`config.mk`:
```
export PLATFORM = sky130hd
export DESIGN_NAME = mad_ctrl
export DESIGN_NICKNAME = d
export VERILOG_FILES = /design/src/hw/rtl/mad_pkg.sv /design/src/hw/rtl/mad_ctrl.sv
export SDC_FILE = /design/constraint.sdc
export NUM_CORES = 1
export LEC_CHECK = 0
export ABC_AREA = 1
export BUFFER_PORTS_ARGS = -buffer_cell sky130_fd_sc_hd__buf_2
export CAP_MARGIN = 25
export CELL_PAD_IN_SITES_DETAIL_PLACEMENT = 0
export CELL_PAD_IN_SITES_GLOBAL_PLACEMENT = 2
export CORE_MARGIN = 2
export CORE_UTILIZATION = 16
export DETAILED_ROUTE_END_ITERATION = 10
export GPL_ROUTABILITY_DRIVEN = 0
export PLACE_DENSITY_LB_ADDON = 0.1
export SLEW_MARGIN = 20
export SYNTH_ARGS = -nofsm -noshare
export SYNTH_HDL_FRONTEND = slang
export SYNTH_SLANG_ARGS = --single-unit
```
`constraint.sdc`:
```
create_clock -name clk -period 1 [get_ports clk]
set_input_delay 0 -clock clk [delete_from_list [all_inputs] [get_ports clk]]
set_output_delay 0 -clock clk [all_outputs]
set_load 0.03 [all_outputs]
```
`src/hw/rtl/mad_pkg.sv`:
```
// Shared constants, types, rounding and saturation helpers for the modulated allpass delay.
package mad_pkg;

    // Storage and sample format
    localparam int DEPTH       = 4096;
    localparam int SAMPLE_BITS = 16;
    localparam int FRAC_BITS   = 8;
    localparam int ADDR_W      = $clog2(DEPTH);
    localparam int DATA_W      = ((SAMPLE_BITS + 7) / 8) * 8;

    // Gain and register formats
    localparam int GAIN_W     = 16;
    localparam int GAIN_SHIFT = 15;
    localparam int MOD_W      = 20;
    localparam int FIX_W      = 12;
    localparam int CFG_W      = 20;
    localparam int CFG_IDX_W  = 3;

    // Datapath widths
    localparam int OPB_W  = SAMPLE_BITS + 1;
    localparam int PROD_W = GAIN_W + OPB_W;
    localparam int WIDE_W = PROD_W + 2;

    localparam logic signed [WIDE_W-1:0] SMP_MAX =
        WIDE_W'((64'sd1 <<< (SAMPLE_BITS - 1)) - 64'sd1);
    localparam logic signed [WIDE_W-1:0] SMP_MIN = -SMP_MAX - WIDE_W'(1);
    localparam logic signed [WIDE_W-1:0] ROUND_HALF =
        WIDE_W'(64'sd1 <<< (GAIN_SHIFT - 1));

    // Register reset values
    localparam logic signed [GAIN_W-1:0] FEED_FORWARD_RST = GAIN_W'(32767);
    localparam logic [MOD_W-1:0]         MOD_DELAY_RST    = MOD_W'(1 << FRAC_BITS);
    localparam logic [FIX_W-1:0]         FIXED_DELAY_RST  = FIX_W'(1);

    typedef enum logic [CFG_IDX_W-1:0] {
        CFG_FEEDBACK_GAIN     = 3'd0,
        CFG_BLEND_GAIN        = 3'd1,
        CFG_FEED_FORWARD_GAIN = 3'd2,
        CFG_MOD_DELAY         = 3'd3,
        CFG_FIXED_DELAY       = 3'd4
    } mad_cfg_t;

    typedef enum logic [2:0] {
        ST_CLEAR,
        ST_IDLE,
        ST_WRITE,
        ST_RD_MOD,
        ST_RD_FIX,
        ST_TAP,
        ST_MUL_FF,
        ST_OUT
    } mad_state_t;

    typedef enum logic [1:0] {
        MUL_FB,
        MUL_BLEND,
        MUL_AP,
        MUL_FF
    } mad_mul_t;

    typedef enum logic {
        RD_MOD,
        RD_FIX
    } mad_rd_t;

    typedef struct packed {
        logic     load_in;
        logic     mul_en;
        mad_mul_t mul_sel;
        logic     store_sum;
        logic     clear_wr;
        mad_rd_t  rd_sel;
        logic     capture_rd;
        logic     acc_load;
        logic     tap_upd;
        logic     out_load;
    } mad_cmd_t;

    typedef struct packed {
        logic div_busy;
        logic clear_last;
    } mad_status_t;

    // Round to nearest, ties toward plus infinity, after dropping GAIN_SHIFT bits
    function automatic logic signed [WIDE_W-1:0] round_drop(
        input logic signed [WIDE_W-1:0] v
    );
        logic signed [WIDE_W-1:0] t;
        t = v + ROUND_HALF;
        return t >>> GAIN_SHIFT;
    endfunction

    // Clamp to the sample range
    function automatic logic signed [SAMPLE_BITS-1:0] saturate(
        input logic signed [WIDE_W-1:0] v
    );
        logic signed [WIDE_W-1:0] c;
        if (v > SMP_MAX)
            c = SMP_MAX;
        else if (v < SMP_MIN)
            c = SMP_MIN;
        else
            c = v;
        return c[SAMPLE_BITS-1:0];
    endfunction

endpackage

```
`src/hw/rtl/mad_ctrl.sv`:
```
// Controller: clearing pass, per-item sequence and output handshake.
module mad_ctrl
    import mad_pkg::*;
(
    input  logic        clk,
    input  logic        rst_n,
    input  logic        in_valid,
    output logic        in_ready,
    output logic        out_valid,
    input  logic        out_ready,
    input  mad_status_t status,
    output mad_cmd_t    cmd
);

    mad_state_t state_reg;
    mad_state_t state_next;
    logic       out_valid_reg;
    logic       out_valid_next;
    logic       out_free;

    assign out_free = !out_valid_reg || out_ready;
    assign in_ready = (state_reg == ST_IDLE) && !status.div_busy;

    // Next state
    always_comb
    begin
        state_next = state_reg;
        unique case (state_reg)
            ST_CLEAR:  if (status.clear_last) state_next = ST_IDLE;
            ST_IDLE:   if (in_ready && in_valid) state_next = ST_WRITE;
            ST_WRITE:  state_next = ST_RD_MOD;
            ST_RD_MOD: state_next = ST_RD_FIX;
            ST_RD_FIX: state_next = ST_TAP;
            ST_TAP:    state_next = ST_MUL_FF;
            ST_MUL_FF: state_next = ST_OUT;
            ST_OUT:    if (out_free) state_next = ST_IDLE;
            default:   state_next = ST_CLEAR;
        endcase
    end

    // Commands
    always_comb
    begin
        cmd            = '0;
        cmd.mul_sel    = MUL_FB;
        cmd.rd_sel     = RD_MOD;
        out_valid_next = out_valid_reg && !out_ready;
        unique case (state_reg)
            ST_CLEAR:
            begin
                cmd.clear_wr = 1'b1;
            end
            ST_IDLE:
            begin
                cmd.load_in = in_ready && in_valid;
                cmd.mul_en  = 1'b1;
                cmd.mul_sel = MUL_FB;
            end
            ST_WRITE:
            begin
                cmd.store_sum = 1'b1;
            end
            ST_RD_MOD:
            begin
                cmd.rd_sel  = RD_MOD;
                cmd.mul_en  = 1'b1;
                cmd.mul_sel = MUL_BLEND;
            end
            ST_RD_FIX:
            begin
                cmd.rd_sel     = RD_FIX;
                cmd.capture_rd = 1'b1;
                cmd.acc_load   = 1'b1;
                cmd.mul_en     = 1'b1;
                cmd.mul_sel    = MUL_AP;
            end
            ST_TAP:
            begin
                cmd.tap_upd = 1'b1;
            end
            ST_MUL_FF:
            begin
                cmd.mul_en  = 1'b1;
                cmd.mul_sel = MUL_FF;
            end
            ST_OUT:
            begin
                cmd.out_load = out_free;
                if (out_free)
                    out_valid_next = 1'b1;
            end
            default:
            begin
                cmd.clear_wr = 1'b0;
            end
        endcase
    end

    // State and output flag
    always_ff @(posedge clk or negedge rst_n)
    begin
        if (!rst_n)
        begin
            state_reg     <= ST_CLEAR;
            out_valid_reg <= 1'b0;
        end
        else
        begin
            state_reg     <= state_next;
            out_valid_reg <= out_valid_next;
        end
    end

    assign out_valid = out_valid_reg;

endmodule

```
Word-level counts from Yosys, hierarchy flattened. Index checks and enable logic that the tools add are counted.

Equal/unequal tests: 10. Muxes and demuxes: 14. Reduce and logical (&&, ||, !) cells: 9.

Operators by type and width (count): $pmux 3 s8 (1); $eq 3x3->1 const B (4); $pmux 3 s4 (1); $mux 3 (3); $mux 1 (8); $eq 3x2->1 const B (2); $ne 2x2->1 const B (2); $eq 3x1->1 const B (1); $logic_and 1x1->1 (3); $logic_not 1->1 (3); $logic_not 3->1 (1); $reduce_and 3->1 (1); $mux 2 (1); $ne 2x1->1 const B (1); $logic_or 1x1->1 (1).

Bits in registers: 4. Output and inout port bits: 13.

Depth between registers and ports, before layout. Gate-level depths: netlist of run 1.

Word-level depth: 5. Gate-level depth with buffers: 7.

Worst setup path after synthesis of run 1. Ideal clock, no wire load.

Path type: reg2out. From: register state_reg[1]. To: output cmd[10] (netlist bit). Arrival: 1.315 ns. Data required time: 1.000 ns. Setup slack: -0.315 ns. Cell stages (with the launch flop): 6. Buffers on the path: 0. Cell sequence: dfrtp_1 > inv_1 > nand2_1 > nor2_1 > inv_1 > nor3_1.

RTL lines: start, declared (RTL line mad_ctrl.sv:15) `mad_state_t state_reg;`; start signal, assigned (RTL line mad_ctrl.sv:109) `state_reg <= state_next;`; end, declared (RTL line mad_ctrl.sv:12) `output mad_cmd_t cmd`.

==> results.md, run 1 <==
* TritonCTS buffer count at 3
* Die area at 2330 µm²
* RSZ-0062 raised after global routing: true
* Number of remaining DRC errors at 0
* Critical path fanouts, max at 5
* Worst Path Class, Setup: reg -> out
* Mapped Avg Cell Area at 6.16 µm²
* Top FF cell, synth: dfrtp_1
* Fmax at 0.819 GHz
* EDFF count, synth at 0
* Final-report hold violation count at 0
* Ranking of synthesized cells by area: dfrtp_1, nand2_1, inv_1
* WL per Instance at 8.55 µm
* Post-synthesis sequential area ratio at 31.9%
* I/O pins at 19
* Mapped Area at 314 µm²
* Fillers at 197
* DRT Pass-1 Iters at 2
* Max Cap Violations at 0
* Largest net degree at the start of global routing at 7
* CP arrival at 1.22 ns
* Clk pin slew, worst setup/hold paths at 0.05 ns
* Vias in the first global route at 376
* Worst R2R Setup Slack at -0.15 ns
* Post-Layout Cell Count at 110
* Library cells used by synthesis at 15
* Failing checks: setup timing
* Via/cell ratio at 3.78
* Sum Neg Setup Slack at -2.27 ns
* Fraction of registers with async set/reset at 100%
* Initial drt markers at 4
* Worst hold path type: in -> reg
* Hold path start: out_ready
* Combinational family with the most area after synthesis: simple AND/OR/NAND/NOR gates
* Remaining global-route overflow at 0
* Synth top area share at 31.9%
* Yosys reg bits at 4
* Worst setup SP type: register
* Root buffer cell: clkbuf_4
* Overall Global Routing Usage at 8.78%
* Final Cell Area at 726 µm²
* Critical path launch point: state_reg[2]
* Initial antenna violation count at 0
* Final ANT Viol Nets at 0
* Drt total wl at 941 µm
* Final Critical Period at 1.22 ns
* FP Rows at 16
* Tcrit/Tclk final at 122%
* Global-route wire length before repair at 1570 µm
* Max reg flops at 3
* Final Max Slew Viols at 0
* Setup violators final at 14
* Dpl hpwl at 688 µm
* Setup WS post-layout at -0.220 ns
* Die span in x at 48.3 µm
* Worst skew pair latency at 0.24 ns
* Crit. End Element: primary output
* Clock Path Buffers at 2
* Synth warnings at 0
* Final Util at 38.2%
* Gate Count Post-Synth at 51
* Register area at 105 µm²
* Clk_skew at 0.0162 ns
* Worst Tran Pin Value at 0.254 ns
* DP Area at 503 µm²
* Core area at 1900 µm²
* Area Overhead vs Synth at 131%
* Initial core utilization at 16.5%
* Synth Area in Simple Gates at 41.4%
* Total vias in the final route at 416
* Top-count cell post-synth: nand2_1
* Synth cell count leaders: nand2_1, inv_1, nor2_1, dfrtp_1, nand3_1
* IO buf count at 18
* Mux cell area share after synthesis at 0%
* Status: finished, violations left
* H-tree depth at 1
* Nets at 91
* RR Startpoint: state_reg[2]
* CTS tree: done
* Die height at 48.3 µm
* Area of the multi-input gates at 254 µm²
* Mapped Nets at 58
* Adder-cell area share of the yosys netlist at 3.98%
* Max_slew headroom at 82.9%
* Yosys top cell by area: dfrtp_1
* Antenna Cells at 0
* Synth Area in Compound Gates at 4.78%
* Placed insts at 99
* Clk sinks at 4
* Req. time, crit path at 1.00 ns
* Layout cells sized above 1 at 77.1%
* XOR/XNOR Fraction of Synth Area at 0%
## worst max-delay path, cell delays in order, from the launching register on
cell and delay (ns):
dfrtp_2 0.48, buf_6 0.16, nand2_4 0.06, nand2_2 0.05, nor2_4 0.10, buf_6 0.13
## metrics by stage
| step | hold slack (ns) | setup slack, ns |
|---|---|---|
| after floorplan | -0.296 | -0.0691 |
| after global placement | -0.185 | -0.154 |
| after detailed placement | -0.189 | -0.118 |
| after CTS | 0.0828 | -0.245 |
| after global routing | 0.0965 | -0.293 |
| final | 0.0784 | -0.220 |
## kinds of logic after synthesis
group	after synthesis
and+or+nand+nor	30
adders and majority gates	1
AOI/OAI and AO/OA	3
buffers and inverters	13
DFF	4
## area by class of cell
type | instances | share of cell area [%]
tap | 27 | 4.66
timing repair buffer | 30 | 35.9
inverter | 11 | 6.38
clock buffer | 4 | 3.62
multi-input combinational | 34 | 35.0
sequential | 4 | 14.5
## what timing repair did
item | 4_1_cts | 5_1_grt
resized for setup | 33 | 21
endpoints found under the setup margin | 15 | 14
endpoints found under the hold margin | 5 | 0
setup buffers | 3 | 2
cloned | 0 | 0
pin swaps | 1 | 3
hold buffers | 2 | 0
## layer usage
layer | vias up | global-route usage, % | routed length, µm
met5 | - | 0 | 0
met4 | 0 | 2.86 | 0
met3 | 0 | 3.70 | 62
met2 | 13 | 13.4 | 472
met1 | 185 | 11.2 | 406
li1 | 218 | - | -
## cells in the final DEF (no fill, tap or decap)
cell	n
a21oi_2	1
buf_4	10
nand2_1	8
o21ai_1	1
dlygate4sd3_1	2
clkbuf_1	1
nand3_2	1
nor2_1	1
nand2_2	4
clkbuf_4	3
o21ai_0	1
inv_4	2
inv_2	7
inv_1	2
and2_1	1
dfrtp_2	4
buf_6	12
nand3_1	2
nor2_4	6
nor2_2	4
nor3_2	1
nand2_4	2
ha_4	1
buf_2	6
## path summary, 6_finish.rpt
check,depth (start not counted),end
min in group asynchronous,2,out_valid
worst max register to register,7,state_reg[0]
max in group asynchronous,2,state_reg[1]
worst min register to register,2,out_valid
worst min-delay path,4,state_reg[2]
worst max-delay path,5,cmd[7]
Power of run 1 is not shown: default switching activity piles up to over one toggle a cycle in this logic, so the estimate is an artifact.
==> run 2: changes to the inputs <==
ABC_AREA = not set   (was 1)
CORE_UTILIZATION = 19   (was 16)
SETUP_SLACK_MARGIN = 0.15   (was not set)
SLEW_MARGIN = 30   (was 20)
==> run 2 against run 1 <==
Highest routed layer unchanged. Non-clock buffer count grew 2. Die area fell by 11%. The flow still finishes with violations (setup timing). Fmax decreased by 8.0%. Synthesized cell count fell by 27%. Critical endpoint unchanged. Worst hold slack worse by 0.0069 ns. Clock skew down 0.0040 ns. Sequential share of layout area is 0.49 points lower.
==> results.md, run 2 <==
* Status: finished, violations left
* Failing checks: setup timing
* Library cells used by synthesis at 23
* DP Area at 549 µm²
* Synth Area in Compound Gates at 8.40%
* Mapped Avg Cell Area at 8.86 µm²
* Register area at 104 µm²
* Worst Tran Pin Value at 0.307 ns
* Final-report hold violation count at 0
* Critical path fanouts, max at 4
* Clk_skew at 0.0122 ns
* Die span in x at 45.5 µm
* Vias in the first global route at 389
* Drt total wl at 1040 µm
* Crit. End Element: primary output
* Setup WS post-layout at -0.326 ns
* FP Rows at 15
* Synth Area in Simple Gates at 37.4%
* Max Cap Violations at 0
* Die height at 45.5 µm
* Final Cell Area at 742 µm²
* Area of the multi-input gates at 282 µm²
* WL per Instance at 12.3 µm
* Hold slack at 0.0715 ns
* Top FF cell, synth: dfrtp_1
* Largest net degree at the start of global routing at 8
* Clock Path Buffers at 2
* Mux cell area share after synthesis at 0%
* Final ANT Viol Nets at 0
* Layout cells sized above 1 at 82.4%
* RSZ-0062 raised after global routing: true
* Mapped Area at 328 µm²
* Synth warnings at 0
* Yosys top cell by area: dfrtp_1
* Tcrit/Tclk final at 133%
* Final Max Slew Viols at 0
* Nets at 76
* CP delay by family, top: flip-flops
* Synth cell count leaders: dfrtp_1, and3_1, buf_4
* Most frequent cells in the layout: buf_6, buf_4, buf_2, clkbuf_4, dfrtp_2
* Mapped Nets at 44
* Req. time, crit path at 1.00 ns
* Die area at 2070 µm²
* Most common cell after layout, fill and taps aside: buf_6
* H-tree depth at 1
* Dpl hpwl at 790 µm
* I/O pins at 19
* Synth top area share at 30.5%
* CP arrival at 1.33 ns
* CP max stage delay at 0.41 ns
* Post-synthesis sequential area ratio at 30.5%
* Clk sinks at 4
* Fmax at 0.754 GHz
* TritonCTS buffer count at 3
* Worst R2R Setup Slack at -0.26 ns
* Worst setup SP type: register
* Sum of buffers and inverters on the critical path at 3
* Core area at 1670 µm²
* Max_slew headroom at 79.5%
* Overall Global Routing Usage at 11.7%
* Antenna Cells at 0
* Fillers at 172
* Combinational family with the most area after synthesis: simple AND/OR/NAND/NOR gates
* Worst skew pair latency at 0.24 ns
* Crit path max-delay cell type: dfrtp_2
* Ranking of synthesized cells by area: dfrtp_1, buf_4, buf_6
* Root buffer cell: clkbuf_4
* Setup violators final at 16
* Number of remaining DRC errors at 0
* Pre-CTS setup slack at -0.163 ns
* Total vias in the final route at 387
* Top-count cell post-synth: dfrtp_1
* CTS tree: done
* EDFF count, synth at 0
* Area Overhead vs Synth at 126%
* Clk pin slew, worst setup/hold paths at 0.05 ns
* Adder-cell area share of the yosys netlist at 3.82%
* Fraction of registers with async set/reset at 100%
* Worst Path Class, Setup: reg -> out
* IO buf count at 18
* Initial drt markers at 2
* Initial core utilization at 19.6%
* Via/cell ratio at 4.55
* Worst hold path type: in -> reg
* Global-route wire length before repair at 1690 µm
* Gate Count Post-Synth at 37
* Remaining global-route overflow at 0
* Final Critical Period at 1.33 ns
* Max reg flops at 3
* Yosys reg bits at 4
* Initial antenna violation count at 0
* Critical-path cell list: inv_6 > ha_4 > clkinvlp_4 > and3_4 > buf_6
* XOR/XNOR Fraction of Synth Area at 2.67%
* DRT Pass-1 Iters at 2
==> run 2: cell types whose count changed after synthesis, moves of 2 or more <==
cell and change:
nand3_1 -2, inv_1 -9, nand2b_1 +2, buf_6 +2, nand2_1 -12, nor2_1 -8
and3_1 +3, nor2b_1 +2
==> run 2: through the flow <==
step | utilization, % | instances | TNS [ns]
after floorplan | - | 37 | -0.946
after global placement | 32.9 | 75 | -0.957
after detailed placement | 32.9 | 75 | -1.16
after CTS | 40.1 | 81 | -3.20
after global routing | 44.4 | 85 | -4.12
final | 44.4 | 85 | -3.27
==> run 2: layer usage <==
| metal | routed length (µm) | GRT usage (%) |
|---|---|---|
| met1 | 396 | 13.3 |
| met2 | 614 | 18.9 |
| met3 | 30 | 2.38 |
| met4 | 0 | 8.82 |
| met5 | 0 | 0 |
==> run 2: cell type report <==
| class | instances | share of cell area, % |
|---|---|---|
| multi-input combinational | 25 | 37.9 |
| timing repair buffer | 32 | 37.9 |
| sequential | 4 | 14.0 |
| inverter | 3 | 3.71 |
| clock buffer | 4 | 3.54 |
| tap | 17 | 2.87 |
==> run 2: timing repair <==
| item | in CTS | in global routing |
|---|---|---|
| pin swaps | 3 | 4 |
| endpoints found under the hold margin | 4 | 0 |
| setup endpoints to repair | 16 | 16 |
| hold buffers | 1 | 0 |
| buffers inserted | 1 | 4 |
| gates resized for setup | 26 | 10 |
==> run 2: tightest hold or removal path, stage by stage <==
cell      delay, ns
buf_2          0.10
nor2b_4        0.05
nand2b_1       0.13
==> run 2: path summary, 6_finish.rpt <==
check / depth (start not counted) / to / start
setup / recovery: 5 / cmd[7] / state_reg[0]
hold reg to reg: 2 / out_valid / out_valid
setup reg to reg: 5 / state_reg[0] / state_reg[0]
hold / removal: 3 / out_valid / out_ready
max in group asynchronous: 2 / state_reg[2] / rst_n
min in group asynchronous: 2 / out_valid / rst_n
==> run 2: cells by family after synthesis <==
logic type,count (synthesis)
adder cells (fa/ha/maj),1
flip-flops,4
AO/OA/AOI/OAI,4
XOR/XNOR,1
AND/OR/NAND/NOR,19
buffers and inverters,8
Power of run 2 is left out for the same reason.
